===== src/hdl/detector_box_decode_unit_defines.svh =====
// Assertion macros shared by the detector box decode unit.
`ifndef DETECTOR_BOX_DECODE_UNIT_DEFINES_SVH
`define DETECTOR_BOX_DECODE_UNIT_DEFINES_SVH

// The consequent must hold in the same cycle as the antecedent.
`define DBD_ASSERT_SAME(lbl, ante, cons, msg) \
    lbl: assert property (@(posedge clk) disable iff (!rst_n) (ante) |-> (cons)) \
        else $error(msg);

// The consequent must hold in the cycle after the antecedent.
`define DBD_ASSERT_NEXT(lbl, ante, cons, msg) \
    lbl: assert property (@(posedge clk) disable iff (!rst_n) (ante) |=> (cons)) \
        else $error(msg);

`endif


===== src/hdl/dbd_pkg.sv =====
// Types and constants shared by the detector box decode unit.
package dbd_pkg;

    localparam int VALUE_BITS  = 24;
    localparam int MAX_CLASSES = 64;
    localparam int CLS_BITS    = 6;
    localparam int COORD_BITS  = 21;
    localparam int NUM_BITS    = 41;
    localparam int SCALE_BITS  = 24;
    localparam int MAX_SIDE    = 8192;

    localparam logic signed [VALUE_BITS-1:0] MINUS_ONE = -24'sd256;

    localparam logic [2:0] REG_THRESHOLD = 3'd0;
    localparam logic [2:0] REG_CLASSES   = 3'd1;
    localparam logic [2:0] REG_PAD_X     = 3'd2;
    localparam logic [2:0] REG_PAD_Y     = 3'd3;
    localparam logic [2:0] REG_SCALE     = 3'd4;
    localparam logic [2:0] REG_ORIG_W    = 3'd5;
    localparam logic [2:0] REG_ORIG_H    = 3'd6;
    localparam logic [2:0] REG_TOP1      = 3'd7;

    typedef struct packed {
        logic [22:0] min_score;
        logic [6:0]  class_count;
        logic [11:0] pad_x;
        logic [11:0] pad_y;
        logic [23:0] scale;
        logic [13:0] orig_w;
        logic [13:0] orig_h;
        logic        top1_only;
    } cfg_t;

    typedef struct packed {
        logic                         done;
        logic                         pass;
        logic                         eoi;
        logic signed [VALUE_BITS-1:0] cx;
        logic signed [VALUE_BITS-1:0] cy;
        logic signed [VALUE_BITS-1:0] w;
        logic signed [VALUE_BITS-1:0] h;
        logic signed [VALUE_BITS-1:0] score;
        logic [CLS_BITS-1:0]          cls;
    } job_t;

endpackage


===== src/hdl/dbd_front.sv =====
// Front end: counts channels, keeps box values and the best class per anchor.
module dbd_front
    import dbd_pkg::*;
(
    input  logic                         clk,
    input  logic                         rst_n,
    input  cfg_t                         cfg,
    input  logic                         accept,
    input  logic signed [VALUE_BITS-1:0] value,
    input  logic                         end_of_image,
    output logic                         job_push,
    output job_t                         job
);

    logic [6:0]                   cnt_reg;
    logic signed [VALUE_BITS-1:0] box_reg [4];
    logic signed [VALUE_BITS-1:0] best_reg;
    logic [CLS_BITS-1:0]          idx_reg;

    logic [6:0]                   nc_eff;
    logic [6:0]                   pos_cls;
    logic                         better;
    logic                         done;
    logic                         pass;
    logic signed [VALUE_BITS-1:0] best_next;
    logic [CLS_BITS-1:0]          idx_next;

    always_comb
    begin
        if (cfg.class_count == 7'd0)
            nc_eff = 7'd1;
        else if (cfg.class_count > 7'(MAX_CLASSES))
            nc_eff = 7'(MAX_CLASSES);
        else
            nc_eff = cfg.class_count;
        pos_cls   = cnt_reg - 7'd4;
        better    = (cnt_reg >= 7'd4) && (value > best_reg);
        best_next = better ? value : best_reg;
        idx_next  = better ? pos_cls[CLS_BITS-1:0] : idx_reg;
        done      = cnt_reg >= (7'd3 + nc_eff);
        pass      = $signed({best_next[VALUE_BITS-1], best_next})
                    >= $signed({2'b00, cfg.min_score});
        job_push  = accept && (done || end_of_image);
        job.done  = done;
        job.pass  = pass;
        job.eoi   = end_of_image;
        job.cx    = box_reg[0];
        job.cy    = box_reg[1];
        job.w     = box_reg[2];
        job.h     = box_reg[3];
        job.score = best_next;
        job.cls   = idx_next;
    end

    always_ff @(posedge clk or negedge rst_n)
    begin
        if (!rst_n)
        begin
            cnt_reg  <= 7'd0;
            best_reg <= MINUS_ONE;
            idx_reg  <= '0;
        end
        else if (accept)
        begin
            if (done || end_of_image)
            begin
                cnt_reg  <= 7'd0;
                best_reg <= MINUS_ONE;
                idx_reg  <= '0;
            end
            else
            begin
                cnt_reg  <= cnt_reg + 7'd1;
                best_reg <= best_next;
                idx_reg  <= idx_next;
            end
        end
    end

    always_ff @(posedge clk)
    begin
        if (accept && (cnt_reg < 7'd4))
            box_reg[cnt_reg[1:0]] <= value;
    end

endmodule


===== src/hdl/dbd_queue.sv =====
// Two-entry job queue between the front end and the back end.
module dbd_queue
    import dbd_pkg::*;
(
    input  logic clk,
    input  logic rst_n,
    input  logic push,
    input  job_t push_data,
    input  logic pop,
    output logic full,
    output logic not_empty,
    output job_t head
);

    job_t       entry_reg [2];
    logic       wr_ptr_reg;
    logic       rd_ptr_reg;
    logic [1:0] count_reg;

    assign full      = count_reg == 2'd2;
    assign not_empty = count_reg != 2'd0;
    assign head      = entry_reg[rd_ptr_reg];

    always_ff @(posedge clk or negedge rst_n)
    begin
        if (!rst_n)
        begin
            wr_ptr_reg <= 1'b0;
            rd_ptr_reg <= 1'b0;
            count_reg  <= 2'd0;
        end
        else
        begin
            if (push)
                wr_ptr_reg <= ~wr_ptr_reg;
            if (pop)
                rd_ptr_reg <= ~rd_ptr_reg;
            if (push && !pop)
                count_reg <= count_reg + 2'd1;
            else if (pop && !push)
                count_reg <= count_reg - 2'd1;
        end
    end

    always_ff @(posedge clk)
    begin
        if (push)
            entry_reg[wr_ptr_reg] <= push_data;
    end

endmodule


===== src/hdl/dbd_div.sv =====
// Restoring divider, one quotient bit per cycle.
module dbd_div
    import dbd_pkg::*;
(
    input  logic                  clk,
    input  logic                  rst_n,
    input  logic                  start,
    input  logic [NUM_BITS-1:0]   numer,
    input  logic [SCALE_BITS-1:0] denom,
    output logic                  done,
    output logic [NUM_BITS-1:0]   quot
);

    logic [SCALE_BITS:0]   rem_reg;
    logic [NUM_BITS-1:0]   quo_reg;
    logic [SCALE_BITS-1:0] den_reg;
    logic [5:0]            cnt_reg;
    logic                  busy_reg;
    logic                  done_reg;

    logic [SCALE_BITS:0]   trial;
    logic                  ge;

    always_comb
    begin
        trial = {rem_reg[SCALE_BITS-1:0], quo_reg[NUM_BITS-1]};
        ge    = trial >= {1'b0, den_reg};
    end

    assign done = done_reg;
    assign quot = quo_reg;

    always_ff @(posedge clk or negedge rst_n)
    begin
        if (!rst_n)
        begin
            busy_reg <= 1'b0;
            done_reg <= 1'b0;
            cnt_reg  <= '0;
        end
        else
        begin
            done_reg <= 1'b0;
            if (start)
            begin
                busy_reg <= 1'b1;
                cnt_reg  <= 6'(NUM_BITS - 1);
            end
            else if (busy_reg)
            begin
                cnt_reg <= cnt_reg - 6'd1;
                if (cnt_reg == 6'd0)
                begin
                    busy_reg <= 1'b0;
                    done_reg <= 1'b1;
                end
            end
        end
    end

    always_ff @(posedge clk)
    begin
        if (start)
        begin
            rem_reg <= '0;
            quo_reg <= numer;
            den_reg <= denom;
        end
        else if (busy_reg)
        begin
            rem_reg <= ge ? trial - {1'b0, den_reg} : trial;
            quo_reg <= {quo_reg[NUM_BITS-2:0], ge};
        end
    end

endmodule


===== src/hdl/dbd_back.sv =====
// Back end: maps corners to the original image, keeps the top box, drives results.
module dbd_back
    import dbd_pkg::*;
(
    input  logic                         clk,
    input  logic                         rst_n,
    input  cfg_t                         cfg,
    input  logic                         job_valid,
    input  job_t                         job,
    output logic                         job_pop,
    input  logic                         pop,
    output logic                         empty,
    output logic                         valid_res,
    output logic [COORD_BITS-1:0]        left,
    output logic [COORD_BITS-1:0]        top,
    output logic [COORD_BITS-1:0]        right,
    output logic [COORD_BITS-1:0]        bottom,
    output logic signed [VALUE_BITS-1:0] score,
    output logic [CLS_BITS-1:0]          class_id,
    output logic                         last
);

    localparam logic [2:0] S_IDLE = 3'd0;
    localparam logic [2:0] S_PREP = 3'd1;
    localparam logic [2:0] S_DIV  = 3'd2;
    localparam logic [2:0] S_EVAL = 3'd3;
    localparam logic [2:0] S_EMIT = 3'd4;

    logic [2:0]                   state_reg;
    logic [1:0]                   k_reg;
    job_t                         job_reg;
    logic [COORD_BITS-1:0]        box_reg [4];
    logic [COORD_BITS-1:0]        tbox_reg [4];
    logic signed [VALUE_BITS-1:0] tscore_reg;
    logic [CLS_BITS-1:0]          tcls_reg;
    logic                         tvalid_reg;

    logic                         out_valid_reg;
    logic                         res_valid_reg;
    logic [COORD_BITS-1:0]        res_box_reg [4];
    logic signed [VALUE_BITS-1:0] res_score_reg;
    logic [CLS_BITS-1:0]          res_cls_reg;
    logic                         res_last_reg;

    logic                         o_valid_reg;
    logic [COORD_BITS-1:0]        o_box_reg [4];
    logic signed [VALUE_BITS-1:0] o_score_reg;
    logic [CLS_BITS-1:0]          o_cls_reg;
    logic                         o_last_reg;

    logic signed [VALUE_BITS-1:0] ca;
    logic signed [VALUE_BITS-1:0] cb;
    logic [11:0]                  pad;
    logic [13:0]                  side;
    logic [13:0]                  side_eff;
    logic [13:0]                  side_m1;
    logic [COORD_BITS-1:0]        hi;
    logic signed [26:0]           c9;
    logic signed [26:0]           m;
    logic                         m_pos;
    logic [NUM_BITS-1:0]          numer;
    logic [SCALE_BITS-1:0]        denom;
    logic                         div_start;
    logic                         div_done;
    logic [NUM_BITS-1:0]          quot;
    logic [COORD_BITS-1:0]        clamped;
    logic                         cand;
    logic                         take_top;
    logic                         emit;

    always_comb
    begin
        ca   = k_reg[0] ? job_reg.cy : job_reg.cx;
        cb   = k_reg[0] ? job_reg.h : job_reg.w;
        pad  = k_reg[0] ? cfg.pad_y : cfg.pad_x;
        side = k_reg[0] ? cfg.orig_h : cfg.orig_w;
        if (side == 14'd0)
            side_eff = 14'd1;
        else if (side > 14'(MAX_SIDE))
            side_eff = 14'(MAX_SIDE);
        else
            side_eff = side;
        side_m1 = side_eff - 14'd1;
        hi      = {side_m1[12:0], 8'd0};
        // Corners are formed at twice the resolution so that halving w or h is exact.
        if (k_reg[1])
            c9 = ($signed({{3{ca[VALUE_BITS-1]}}, ca}) <<< 1)
                 + $signed({{3{cb[VALUE_BITS-1]}}, cb});
        else
            c9 = ($signed({{3{ca[VALUE_BITS-1]}}, ca}) <<< 1)
                 - $signed({{3{cb[VALUE_BITS-1]}}, cb});
        m       = c9 - $signed({6'd0, pad, 9'd0});
        m_pos   = !m[26] && (m != 27'sd0);
        numer   = {m[25:0], 15'd0};
        denom   = (cfg.scale == 24'd0) ? 24'd1 : cfg.scale;
        clamped = (quot > NUM_BITS'(hi)) ? hi : quot[COORD_BITS-1:0];

        cand     = job_reg.done && job_reg.pass
                   && (box_reg[2] > box_reg[0]) && (box_reg[3] > box_reg[1]);
        take_top = cand && cfg.top1_only && (!tvalid_reg || (job_reg.score > tscore_reg));
        emit     = (cand && !cfg.top1_only) || job_reg.eoi;
        div_start = (state_reg == S_PREP) && m_pos;
        job_pop   = ((state_reg == S_EVAL) && !emit)
                    || ((state_reg == S_EMIT) && !out_valid_reg);
    end

    dbd_div u_div (
        .clk   (clk),
        .rst_n (rst_n),
        .start (div_start),
        .numer (numer),
        .denom (denom),
        .done  (div_done),
        .quot  (quot)
    );

    always_ff @(posedge clk or negedge rst_n)
    begin
        if (!rst_n)
        begin
            state_reg     <= S_IDLE;
            k_reg         <= 2'd0;
            tvalid_reg    <= 1'b0;
            out_valid_reg <= 1'b0;
        end
        else
        begin
            if (pop && out_valid_reg)
                out_valid_reg <= 1'b0;
            case (state_reg)
                S_IDLE:
                begin
                    if (job_valid)
                    begin
                        k_reg     <= 2'd0;
                        state_reg <= (job.done && job.pass) ? S_PREP : S_EVAL;
                    end
                end
                S_PREP:
                begin
                    if (m_pos)
                        state_reg <= S_DIV;
                    else
                    begin
                        k_reg     <= k_reg + 2'd1;
                        state_reg <= (k_reg == 2'd3) ? S_EVAL : S_PREP;
                    end
                end
                S_DIV:
                begin
                    if (div_done)
                    begin
                        k_reg     <= k_reg + 2'd1;
                        state_reg <= (k_reg == 2'd3) ? S_EVAL : S_PREP;
                    end
                end
                S_EVAL:
                begin
                    if (take_top)
                        tvalid_reg <= 1'b1;
                    if (job_reg.eoi)
                        tvalid_reg <= 1'b0;
                    state_reg <= emit ? S_EMIT : S_IDLE;
                end
                S_EMIT:
                begin
                    if (!out_valid_reg)
                    begin
                        out_valid_reg <= 1'b1;
                        state_reg     <= S_IDLE;
                    end
                end
                default:
                    state_reg <= S_IDLE;
            endcase
        end
    end

    always_ff @(posedge clk)
    begin
        if ((state_reg == S_IDLE) && job_valid)
            job_reg <= job;
        if (state_reg == S_PREP && !m_pos)
            box_reg[k_reg] <= '0;
        if (state_reg == S_DIV && div_done)
            box_reg[k_reg] <= clamped;
        if (state_reg == S_EVAL)
        begin
            if (take_top)
            begin
                tbox_reg   <= box_reg;
                tscore_reg <= job_reg.score;
                tcls_reg   <= job_reg.cls;
            end
            res_last_reg <= job_reg.eoi;
            if (cand && !cfg.top1_only)
            begin
                res_valid_reg <= 1'b1;
                res_box_reg   <= box_reg;
                res_score_reg <= job_reg.score;
                res_cls_reg   <= job_reg.cls;
            end
            else if (cfg.top1_only && take_top)
            begin
                res_valid_reg <= 1'b1;
                res_box_reg   <= box_reg;
                res_score_reg <= job_reg.score;
                res_cls_reg   <= job_reg.cls;
            end
            else if (cfg.top1_only && tvalid_reg)
            begin
                res_valid_reg <= 1'b1;
                res_box_reg   <= tbox_reg;
                res_score_reg <= tscore_reg;
                res_cls_reg   <= tcls_reg;
            end
            else
            begin
                res_valid_reg <= 1'b0;
                res_box_reg   <= '{default: '0};
                res_score_reg <= '0;
                res_cls_reg   <= '0;
            end
        end
        if (state_reg == S_EMIT && !out_valid_reg)
        begin
            o_valid_reg <= res_valid_reg;
            o_box_reg   <= res_box_reg;
            o_score_reg <= res_score_reg;
            o_cls_reg   <= res_cls_reg;
            o_last_reg  <= res_last_reg;
        end
    end

    assign empty     = !out_valid_reg;
    assign valid_res = o_valid_reg;
    assign left      = o_box_reg[0];
    assign top       = o_box_reg[1];
    assign right     = o_box_reg[2];
    assign bottom    = o_box_reg[3];
    assign score     = o_score_reg;
    assign class_id  = o_cls_reg;
    assign last      = o_last_reg;

endmodule


===== src/hdl/detector_box_decode_unit.sv =====
// Top level of the detector box decode unit: register port, front, queue and back.
//
//  Channel   Direction  Handshake          Payload
//  input     in         push / full        value, end_of_image
//  result    out        pop / empty        valid_res, left, top, right, bottom,
//                                          score, class_id, last
//  config    in         psel / penable     paddr, pwdata, prdata
//
// A tensor value is taken every cycle while the two-entry job queue has room.
// Each surviving anchor holds the back end while its corners are divided: the
// one-bit-per-cycle divider is shared by the four corners, which take turns;
// a dropped anchor skips the divider, and is also emitted when it closes an image.
// Results wait in one output register until popped.
// Reset clears the anchor counter, the top-box flag and the queue, sets the best
// score to MINUS_ONE; configuration registers return to their reset values.
`include "detector_box_decode_unit_defines.svh"

module detector_box_decode_unit
    import dbd_pkg::*;
(
    input  logic                         clk,
    input  logic                         rst_n,
    input  logic                         psel,
    input  logic                         penable,
    input  logic                         pwrite,
    input  logic [4:0]                   paddr,
    input  logic [31:0]                  pwdata,
    output logic [31:0]                  prdata,
    output logic                         pready,
    input  logic                         push,
    output logic                         full,
    input  logic signed [VALUE_BITS-1:0] value,
    input  logic                         end_of_image,
    input  logic                         pop,
    output logic                         empty,
    output logic                         valid_res,
    output logic [COORD_BITS-1:0]        left,
    output logic [COORD_BITS-1:0]        top,
    output logic [COORD_BITS-1:0]        right,
    output logic [COORD_BITS-1:0]        bottom,
    output logic signed [VALUE_BITS-1:0] score,
    output logic [CLS_BITS-1:0]          class_id,
    output logic                         last
);

    cfg_t       cfg_reg;
    logic       wr_en;
    logic [2:0] reg_idx;
    logic       accept;
    logic       job_push;
    job_t       job_in;
    logic       q_not_empty;
    job_t       q_head;
    logic       q_pop;

    assign pready  = 1'b1;
    assign reg_idx = paddr[4:2];
    assign wr_en   = psel && penable && pwrite;
    assign accept  = push && !full;

    always_ff @(posedge clk or negedge rst_n)
    begin
        if (!rst_n)
        begin
            cfg_reg.min_score   <= 23'd64;
            cfg_reg.class_count <= 7'd2;
            cfg_reg.pad_x       <= 12'd0;
            cfg_reg.pad_y       <= 12'd0;
            cfg_reg.scale       <= 24'd65536;
            cfg_reg.orig_w      <= 14'd640;
            cfg_reg.orig_h      <= 14'd640;
            cfg_reg.top1_only   <= 1'b0;
        end
        else if (wr_en)
        begin
            case (reg_idx)
                REG_THRESHOLD: cfg_reg.min_score   <= pwdata[22:0];
                REG_CLASSES:   cfg_reg.class_count <= pwdata[6:0];
                REG_PAD_X:     cfg_reg.pad_x       <= pwdata[11:0];
                REG_PAD_Y:     cfg_reg.pad_y       <= pwdata[11:0];
                REG_SCALE:     cfg_reg.scale       <= pwdata[23:0];
                REG_ORIG_W:    cfg_reg.orig_w      <= pwdata[13:0];
                REG_ORIG_H:    cfg_reg.orig_h      <= pwdata[13:0];
                REG_TOP1:      cfg_reg.top1_only   <= pwdata[0];
                default:       cfg_reg.top1_only   <= cfg_reg.top1_only;
            endcase
        end
    end

    always_comb
    begin
        case (reg_idx)
            REG_THRESHOLD: prdata = {9'd0, cfg_reg.min_score};
            REG_CLASSES:   prdata = {25'd0, cfg_reg.class_count};
            REG_PAD_X:     prdata = {20'd0, cfg_reg.pad_x};
            REG_PAD_Y:     prdata = {20'd0, cfg_reg.pad_y};
            REG_SCALE:     prdata = {8'd0, cfg_reg.scale};
            REG_ORIG_W:    prdata = {18'd0, cfg_reg.orig_w};
            REG_ORIG_H:    prdata = {18'd0, cfg_reg.orig_h};
            REG_TOP1:      prdata = {31'd0, cfg_reg.top1_only};
            default:       prdata = 32'd0;
        endcase
    end

    dbd_front u_front (
        .clk          (clk),
        .rst_n        (rst_n),
        .cfg          (cfg_reg),
        .accept       (accept),
        .value        (value),
        .end_of_image (end_of_image),
        .job_push     (job_push),
        .job          (job_in)
    );

    dbd_queue u_queue (
        .clk       (clk),
        .rst_n     (rst_n),
        .push      (job_push),
        .push_data (job_in),
        .pop       (q_pop),
        .full      (full),
        .not_empty (q_not_empty),
        .head      (q_head)
    );

    dbd_back u_back (
        .clk       (clk),
        .rst_n     (rst_n),
        .cfg       (cfg_reg),
        .job_valid (q_not_empty),
        .job       (q_head),
        .job_pop   (q_pop),
        .pop       (pop),
        .empty     (empty),
        .valid_res (valid_res),
        .left      (left),
        .top       (top),
        .right     (right),
        .bottom    (bottom),
        .score     (score),
        .class_id  (class_id),
        .last      (last)
    );

    // An empty result is only ever the closing transfer of an image.
    `DBD_ASSERT_SAME(a_empty_is_last, !empty && !valid_res, last, "empty result without last")
    // Fields of an empty result read as zero.
    `DBD_ASSERT_SAME(a_empty_zero, !empty && !valid_res,
        left == 21'd0 && right == 21'd0 && score == 24'sd0 && class_id == 6'd0,
        "empty result with nonzero fields")
    // A waiting result is never dropped before it is taken.
    `DBD_ASSERT_NEXT(a_result_held, !empty && !pop, !empty, "result lost while waiting")
    // The back end only retires a job that the queue holds.
    `DBD_ASSERT_SAME(a_pop_has_job, q_pop, q_not_empty, "job retired from empty queue")

endmodule

===== config.mk =====
export PLATFORM = sky130hd
export DESIGN_NAME = detector_box_decode_unit
export DESIGN_NICKNAME = d
export VERILOG_FILES = /design/src/hdl/dbd_pkg.sv /design/src/hdl/dbd_front.sv /design/src/hdl/dbd_queue.sv /design/src/hdl/dbd_div.sv /design/src/hdl/dbd_back.sv /design/src/hdl/detector_box_decode_unit.sv
export VERILOG_INCLUDE_DIRS = /design/src /design/src/hdl
export SDC_FILE = /design/constraint.sdc
export NUM_CORES = 2
export LEC_CHECK = 0
export ABC_AREA = 1
export BUFFER_PORTS_ARGS = -buffer_cell sky130_fd_sc_hd__buf_2
export CAP_MARGIN = 40
export CORE_UTILIZATION = 40
export CTS_CLUSTER_DIAMETER = 30
export DETAILED_ROUTE_END_ITERATION = 10
export GPL_ROUTABILITY_DRIVEN = 0
export PLACE_DENSITY_LB_ADDON = 0.3
export SLEW_MARGIN = 25
export SYNTH_ARGS = -nofsm -noshare
export SYNTH_HDL_FRONTEND = slang
export SYNTH_SLANG_ARGS = --single-unit
export TNS_END_PERCENT = 20

===== constraint.sdc =====
create_clock -name clk -period 16.65 [get_ports clk]
set_clock_uncertainty 0.05 [all_clocks]
set_input_delay 1.665 -clock clk [delete_from_list [all_inputs] [get_ports clk]]
set_output_delay 1.665 -clock clk [all_outputs]
set_load 0.01 [all_outputs]

# After elaboration in Yosys (flattened, before gate mapping)
# Memories as Yosys holds them, arrays and structs flattened.
# Index checks and enable logic that the tools add are counted.
dict set report totals {
  reg_bits 811
  ram_bits 354
  input_bits 69
  output_inout_bits 151
  wordCells 239
  mem_count 2
}
dict set report op_classes {
  n_addsub 12
  n_lt_le_gt_ge 14
  n_eq_ne 17
  muxes 65
  n_bitwise 5
  n_reduce_logical 64
}
# name words word_bits rd rd_clocked_by_memory_dff write_ports line_no
set memory_table {}
lappend memory_table {u_queue.entry_reg 2 129 1 0 1 dbd_queue.sv:15} ;# job_t entry_reg [2];
lappend memory_table {u_front.box_reg 4 24 4 0 1 dbd_front.sv:16} ;# logic signed [VALUE_BITS-1:0] box_reg [4];
# operator n
set op_table {}
lappend op_table {{two-way mux 84 bit} 5}
lappend op_table {{one-hot mux 32 bit (8 select lines)} 1}
lappend op_table {{two-way mux 24 bit} 8}
lappend op_table {{bitwise AND 84 bit} 1}
lappend op_table {{bitwise mux 84 bit} 1}
lappend op_table {{NOT 84 bit} 1}
lappend op_table {{two-way mux 41 bit} 2}
lappend op_table {{> comparator 24 bit} 2}
lappend op_table {{demux 21 bit (select 2 bit)} 1}
lappend op_table {{> comparator 21 bit} 2}
lappend op_table {{two-way mux 21 bit} 2}
lappend op_table {{two-way mux 6 bit} 7}
lappend op_table {{> comparator 41 x 21 -> 1 bit} 1}
lappend op_table {{two-way mux 27 bit} 1}
lappend op_table {{nonzero test 27 bit} 1}
lappend op_table {{subtractor 27 x 22 -> 27 bit} 1}
lappend op_table {{adder 25 x 24 -> 26 bit} 1}
lappend op_table {{logical AND 1 bit} 26}
lappend op_table {{two-way mux 13 bit} 2}
lappend op_table {{subtractor 25 x 24 -> 26 bit} 1}
lappend op_table {{greater-or-equal comparator 25 x 24 -> 1 bit} 1}
lappend op_table {{greater-or-equal comparator 24 bit} 1}
lappend op_table {{logical NOT 24 bit} 1}
lappend op_table {{subtractor 24 bit} 1}
lappend op_table {{42 further kinds} 106}

# Logic depth before layout (Yosys ltp)
dict set report depth {
  word_depth 11
  ltp_mapped 44
  depth_no_buf 39
}

# Hierarchy
# From an unflattened synthesis, not the netlist that was laid out.
dict set report hier_totals {
  hier_cells 5409
  area_unflattened_um2 55266.8
}
# mod n_inst cells_each area_per_inst_um2 seq_area_each_um2
set modules_own_cells {}
lappend modules_own_cells {dbd_back 1 2914 27903.0 16120.5}
lappend modules_own_cells {dbd_queue 1 426 9541.7 7847.5}
lappend modules_own_cells {dbd_front 1 643 6657.6 3828.7}
lappend modules_own_cells {dbd_div 1 819 5915.7 2632.5}
lappend modules_own_cells {detector_box_decode_unit 1 607 5248.8 2686.3}

# Worst setup path before layout
# Ideal clock, no wire load.
dict set report synth_timing {
  kind {register to register}
  from {register u_back.state_reg[2]}
  to {register u_back.tbox_reg[0] (netlist name), enable pin}
  setup_time_ns 0.588
  arrival_time_ns 14.028
  slack_ns 1.984
  path_stages_with_launch 4
  path_buffers 0
  synth_period_minus_slack_ns 14.666
  cell_sequence {dfrtp_1 > nor3_1 > inv_1 > nor2_1}
}
dict set report synth_via {
  elab_chain_len 2
}
# element line_no
set synth_rtl {}
lappend synth_rtl {{start: declaration} dbd_back.sv:29} ;# logic [2:0] state_reg;
lappend synth_rtl {{start signal: assignment} dbd_back.sv:136} ;# state_reg <= (job.done && job.pass) ? S_PREP : S_EVAL;
lappend synth_rtl {{start signal: assignment} dbd_back.sv:146} ;# state_reg <= (k_reg == 2'd3) ? S_EVAL : S_PREP;
lappend synth_rtl {{start signal: assignment} dbd_back.sv:154} ;# state_reg <= (k_reg == 2'd3) ? S_EVAL : S_PREP;
lappend synth_rtl {{== test 3 x 2 -> 1 bit} dbd_back.sv:187} ;# if (state_reg == S_EVAL)
lappend synth_rtl {{AND reduction 2 bit (no line)} -}
lappend synth_rtl {{end signal: assignment} dbd_back.sv:191} ;# tbox_reg <= box_reg;
lappend synth_rtl {{end: declaration} dbd_back.sv:33} ;# logic [COORD_BITS-1:0] tbox_reg [4];
# Every way passes these cells.
# A chain may end at the register's enable or synchronous reset.

# Worst setup path in the final report
dict set report layout_timing {
  from {register u_back.k_reg[0]}
  to {register u_back.u_div.quo_reg[31] (netlist: u_back.u_div.quot[31]), data pin}
}
dict set report layout_via {
  elab_chain_len 8
  elab_cells_between_ends 12
  cone_classes {3 x add/sub; 5 x mux; 4 x reduce/logical}
}
# element line_no
set layout_rtl {}
lappend layout_rtl {{start: declaration} dbd_back.sv:30} ;# logic [1:0] k_reg;
lappend layout_rtl {{start signal: assignment} dbd_back.sv:145} ;# k_reg <= k_reg + 2'd1;
lappend layout_rtl {{start signal: assignment} dbd_back.sv:153} ;# k_reg <= k_reg + 2'd1;
lappend layout_rtl {{two-way mux 24 bit, on equally long branches} {dbd_back.sv:74, dbd_back.sv:73}}
lappend layout_rtl {{subtractor 25 x 24 -> 26 bit / adder 25 x 24 -> 26 bit (equally long branches)} {dbd_back.sv:91, dbd_back.sv:88}}
lappend layout_rtl {{two-way mux 27 bit} dbd_back.sv:86} ;# if (k_reg[1])
lappend layout_rtl {{subtractor 27 x 22 -> 27 bit (*)} dbd_back.sv:92} ;# m = c9 - $signed({6'd0, pad, 9'd0});
lappend layout_rtl {{nonzero test 27 bit / logical NOT 1 bit (equally long branches)} dbd_back.sv:93} ;# m_pos = !m[26] && (m != 27'sd0);
lappend layout_rtl {{logical AND 1 bit} dbd_back.sv:93}
lappend layout_rtl {{logical AND 1 bit} dbd_back.sv:102} ;# div_start = (state_reg == S_PREP) && m_pos;
lappend layout_rtl {{two-way mux 41 bit (*)} dbd_div.sv:63} ;# if (start)
lappend layout_rtl {{end signal: assignment} dbd_div.sv:66} ;# quo_reg <= numer;
lappend layout_rtl {{end signal: assignment} dbd_div.sv:72} ;# quo_reg <= {quo_reg[NUM_BITS-2:0], ge};
lappend layout_rtl {{end: declaration} dbd_div.sv:15} ;# logic [NUM_BITS-1:0] quo_reg;
# Every way passes the cells marked *; elsewhere a longest branch is shown, timed or not.

==> insert_results.sql <==
INSERT INTO impl_metrics (metric_group, metric, value, unit) VALUES
('run_status', 'outcome', 'complete, no violations', ''),
('floorplanning', 'rows', '132', ''),
('yosys', 'synth.distinct_cells', '58', ''),
('critical_path', 'data_arrival_time_of_the_critical_path', '8.05', 'ns'),
('run', 'max_cap_violations', '0', ''),
('global_routing', 'antenna_found_initial', '28', ''),
('detailed_routing', 'remaining_drc_errors', '0', ''),
('floorplanning', 'core', '130000', 'um^2'),
('detailed_routing', 'drt_pre_antenna_iters', '6', ''),
('placement', 'placement.cell_area', '55500', 'um^2'),
('hold_path', 'hold_path_class', 'reg2reg', ''),
('global_routing', 'global_route.usage.total', '0.200', ''),
('floorplanning', 'die_y', '365', 'um'),
('yosys', 'synthesis.area_per_instance', '10.3', 'um^2'),
('cells_and_area', 'drive_above_1_share', '0.135', ''),
('clocking', 'clock_tree_from_tritoncts', 'done', ''),
('sta', 'fin_crit_sh', '0.445', ''),
('clocking', 'insertion_delay', '0.86', 'ns'),
('critical_path', 'setup.worst_path.start_class', 'register', ''),
('critical_path', 'timing.critical_path.slowest_stage_cell', 'buf_4', ''),
('yosys', 'syn-cell-area', '52600', 'um^2'),
('yosys', 'yosys_warnings', '0', ''),
('floorplanning', 'io_pins', '220', ''),
('yosys', 'ys_ff_latch', '1165', ''),
('detailed_routing', 'drt-wirelength-per-cell', '18.2', 'um'),
('critical_path', 'critPathMaxFanout', '58', ''),
('sta', 'setup-tns-final', '0', 'ns'),
('global_routing', 'grt_pass1_wl', '204000', 'um'),
('clocking', 'post_cts_resize_count', '0', ''),
('cells_and_area', 'syn_to_final_growth', '21.3', '%'),
('yosys', 'yosysTopAreaCell', 'edfxtp_1', ''),
('floorplanning', 'initial_utilization', '0.404', ''),
('yosys', 'yosys.area.top_type_share', '0.502', ''),
('critical_path', 'number_of_buffers_and_inverters_on_the_critical_path', '5', ''),
('critical_path', 'kind_of_critical_path', 'reg2reg', ''),
('clocking', 'clock_sinks', '1165', ''),
('sta', 'maxSlewViolCount', '0', ''),
('yosys', 'synthArstFlopShare', '0.140', ''),
('global_routing', 'grt_start_max_net_pins', '85', ''),
('placement', 'place.detailed.hpwl', '92200', 'um'),
('clocking', 'cts.htree.levels', '4', ''),
('cells_and_area', 'mostFrequentLayoutCell', 'nand2_1', ''),
('sta', 'period_minus_slack', '7.42', 'ns'),
('global_routing', 'overflow_left_after_global_routing', '0', ''),
('clocking', 'post_cts.repair.setup_buffers', '0', ''),
('power_and_ir_drop', 'vdd_drop_max', '149', 'uV'),
('detailed_routing', 'post_drt_via_cell_ratio', '5.07', ''),
('clocking', 'cts-hold-fix-buffers', '0', ''),
('cells_and_area', 'layout.cell_area.non_filler', '63700', 'um^2'),
('sta', 'setup_violations', '0', ''),
('cells_and_area', 'mostFrequentLayoutCells', '1392 x nand2_1, 879 x edfxtp_1, 526 x inv_1', ''),
('sta', 'timing.slew.headroom', '0.341', ''),
('placement', 'portBuffers', '200', ''),
('yosys', 'yosysSeqAreaShare', '0.627', ''),
('critical_path', 'critical_path.endpoint_type', 'register', ''),
('global_routing', 'vias_in_the_first_global_route', '35200', ''),
('critical_path', 'required', '17.28', 'ns'),
('detailed_routing', 'dr_total_vias', '37200', ''),
('critical_path', 'worst_path_dominant_cell_family', 'buffers and inverters', ''),
('critical_path', 'critical_path.max_stage_delay', '0.56', 'ns'),
('detailed_routing', 'detail-route-antenna-nets', '0', ''),
('floorplanning', 'die_w', '365', 'um'),
('yosys', 'synth_edf_count', '879', ''),
('power_and_ir_drop', 'p_leak', '0.0267', 'uW'),
('clocking', 'cts_root_buffer', 'clkbuf_16', ''),
('floorplanning', 'die_outline_area', '133000', 'um^2'),
('sta', 'grt_setup_unrepaired', 'false', ''),
('sta', 'clock.fmax', '0.135', 'GHz'),
('detailed_routing', 'total_wirelength', '133000', 'um'),
('power_and_ir_drop', 'power_per_cell_area', '225', 'nW/um^2'),
('yosys', 'netlist_top_cells_area', 'edfxtp_1 50%, nand2_1 10%, dfrtp_1 6.7%', ''),
('cells_and_area', 'largest_reg_flops', '258', ''),
('sta', 'final_hold_viol_count', '0', ''),
('yosys', 'postSynth.topFlopCell', 'edfxtp_1', ''),
('cells_and_area', 'finalNetCount', '5684', ''),
('clocking', 'clk_pin_slew_worst_paths', '0.05', 'ns'),
('clocking', 'max-clock-path-buffers', '3', ''),
('critical_path', 'rrSetupSlack', '9.23', 'ns'),
('sta', 'tightestPinTransition', '0.978', 'ns'),
('clocking', 'cts_bufs_inserted', '225', ''),
('detailed_routing', 'drt_iter0_drc', '3560', ''),
('yosys', 'postSynthCellCount', '5115', '');
[path summary, 6_finish.rpt]
kind                                               from               endpoint  cells past startpoint
worst max-delay path                    u_back.k_reg[0]  u_back.u_div.quot[31]                     29
worst min-delay path            u_back.res_score_reg[9]        u_back.score[9]                      0
worst max register to register          u_back.k_reg[0]  u_back.u_div.quot[31]                     29
worst min register to register  u_back.res_score_reg[9]        u_back.score[9]                      0
max in group asynchronous                         rst_n            cfg_reg[22]                      4
min in group asynchronous                         rst_n     u_front.idx_reg[1]                      1
[cells in the mapped netlist, types with 35 or more instances]
cell type	instances
a21oi_1	194
buf_2	35
clkbuf_1	172
dfrtp_1	140
dfxtp_1	123
edfxtp_1	879
ha_1	233
inv_1	527
nand2_1	1395
nand3_1	336
nand4_1	39
nor2_1	210
nor3_1	35
o21ai_0	385
o22ai_1	52
xor2_1	43
[per-stage QoR]
| step | util | setup WS [ns] | cells | hold slack, ns | total power (uW) |
|---|---|---|---|---|---|
| after floorplan | - | 1.98 | 5122 | 0.350 | 8230 |
| after global placement | 0.424 | 9.22 | 6864 | 0.354 | 9590 |
| after detailed placement | 0.427 | 9.24 | 6881 | 0.355 | 9710 |
| after CTS | 0.488 | 9.19 | 7306 | 0.337 | 14400 |
| after global routing | 0.490 | 8.63 | 7321 | 0.353 | 15300 |
| final | 0.490 | 9.23 | 7331 | 0.346 | 14400 |
[power breakdown]
part           total (uW)  internal (uW)  leakage (uW)  switching, uW
clock                4600           3000       0.00383           1600
combinational        5430           1690        0.0117           3740
sequential           4320           4030        0.0112            287
[cell type report]
cell class                      count  area (um^2)
Multi-Input combinational cell   3182        16700
Tap cell                         1742         2180
Sequential cell                  1165        33000
Antenna cell                       13         32.5
Clock buffer                      259         5880
Timing Repair Buffer              267         1860
Clock inverter                    166         2080
Inverter                          537         2020
Fill cell                       11500        66200
[per-layer routing]
layer,up-vias,wire (um),track usage
met1,17700,58100,0.276
met3,234,9870,0.0379
met2,1234,61700,0.316
li1,18000,-,-
met5,-,59,0
met4,10,3460,0.0684
[cell families (layout without fill, tap and decap cells)]
family / after synthesis / count (layout) / synth area share
xor+xnor: 65 / 65 / 0.0108
other cells: 2 / 22 / 0.000143
buf+inv: 775 / 1229 / 0.0576
flops: 1165 / 1165 / 0.627
simple gates: 2104 / 2104 / 0.166
mux: 13 / 13 / 0.00252
compound gates: 754 / 754 / 0.0787
fa+ha+maj: 237 / 237 / 0.0570
Note: power is estimated with default switching activity, not from simulation.
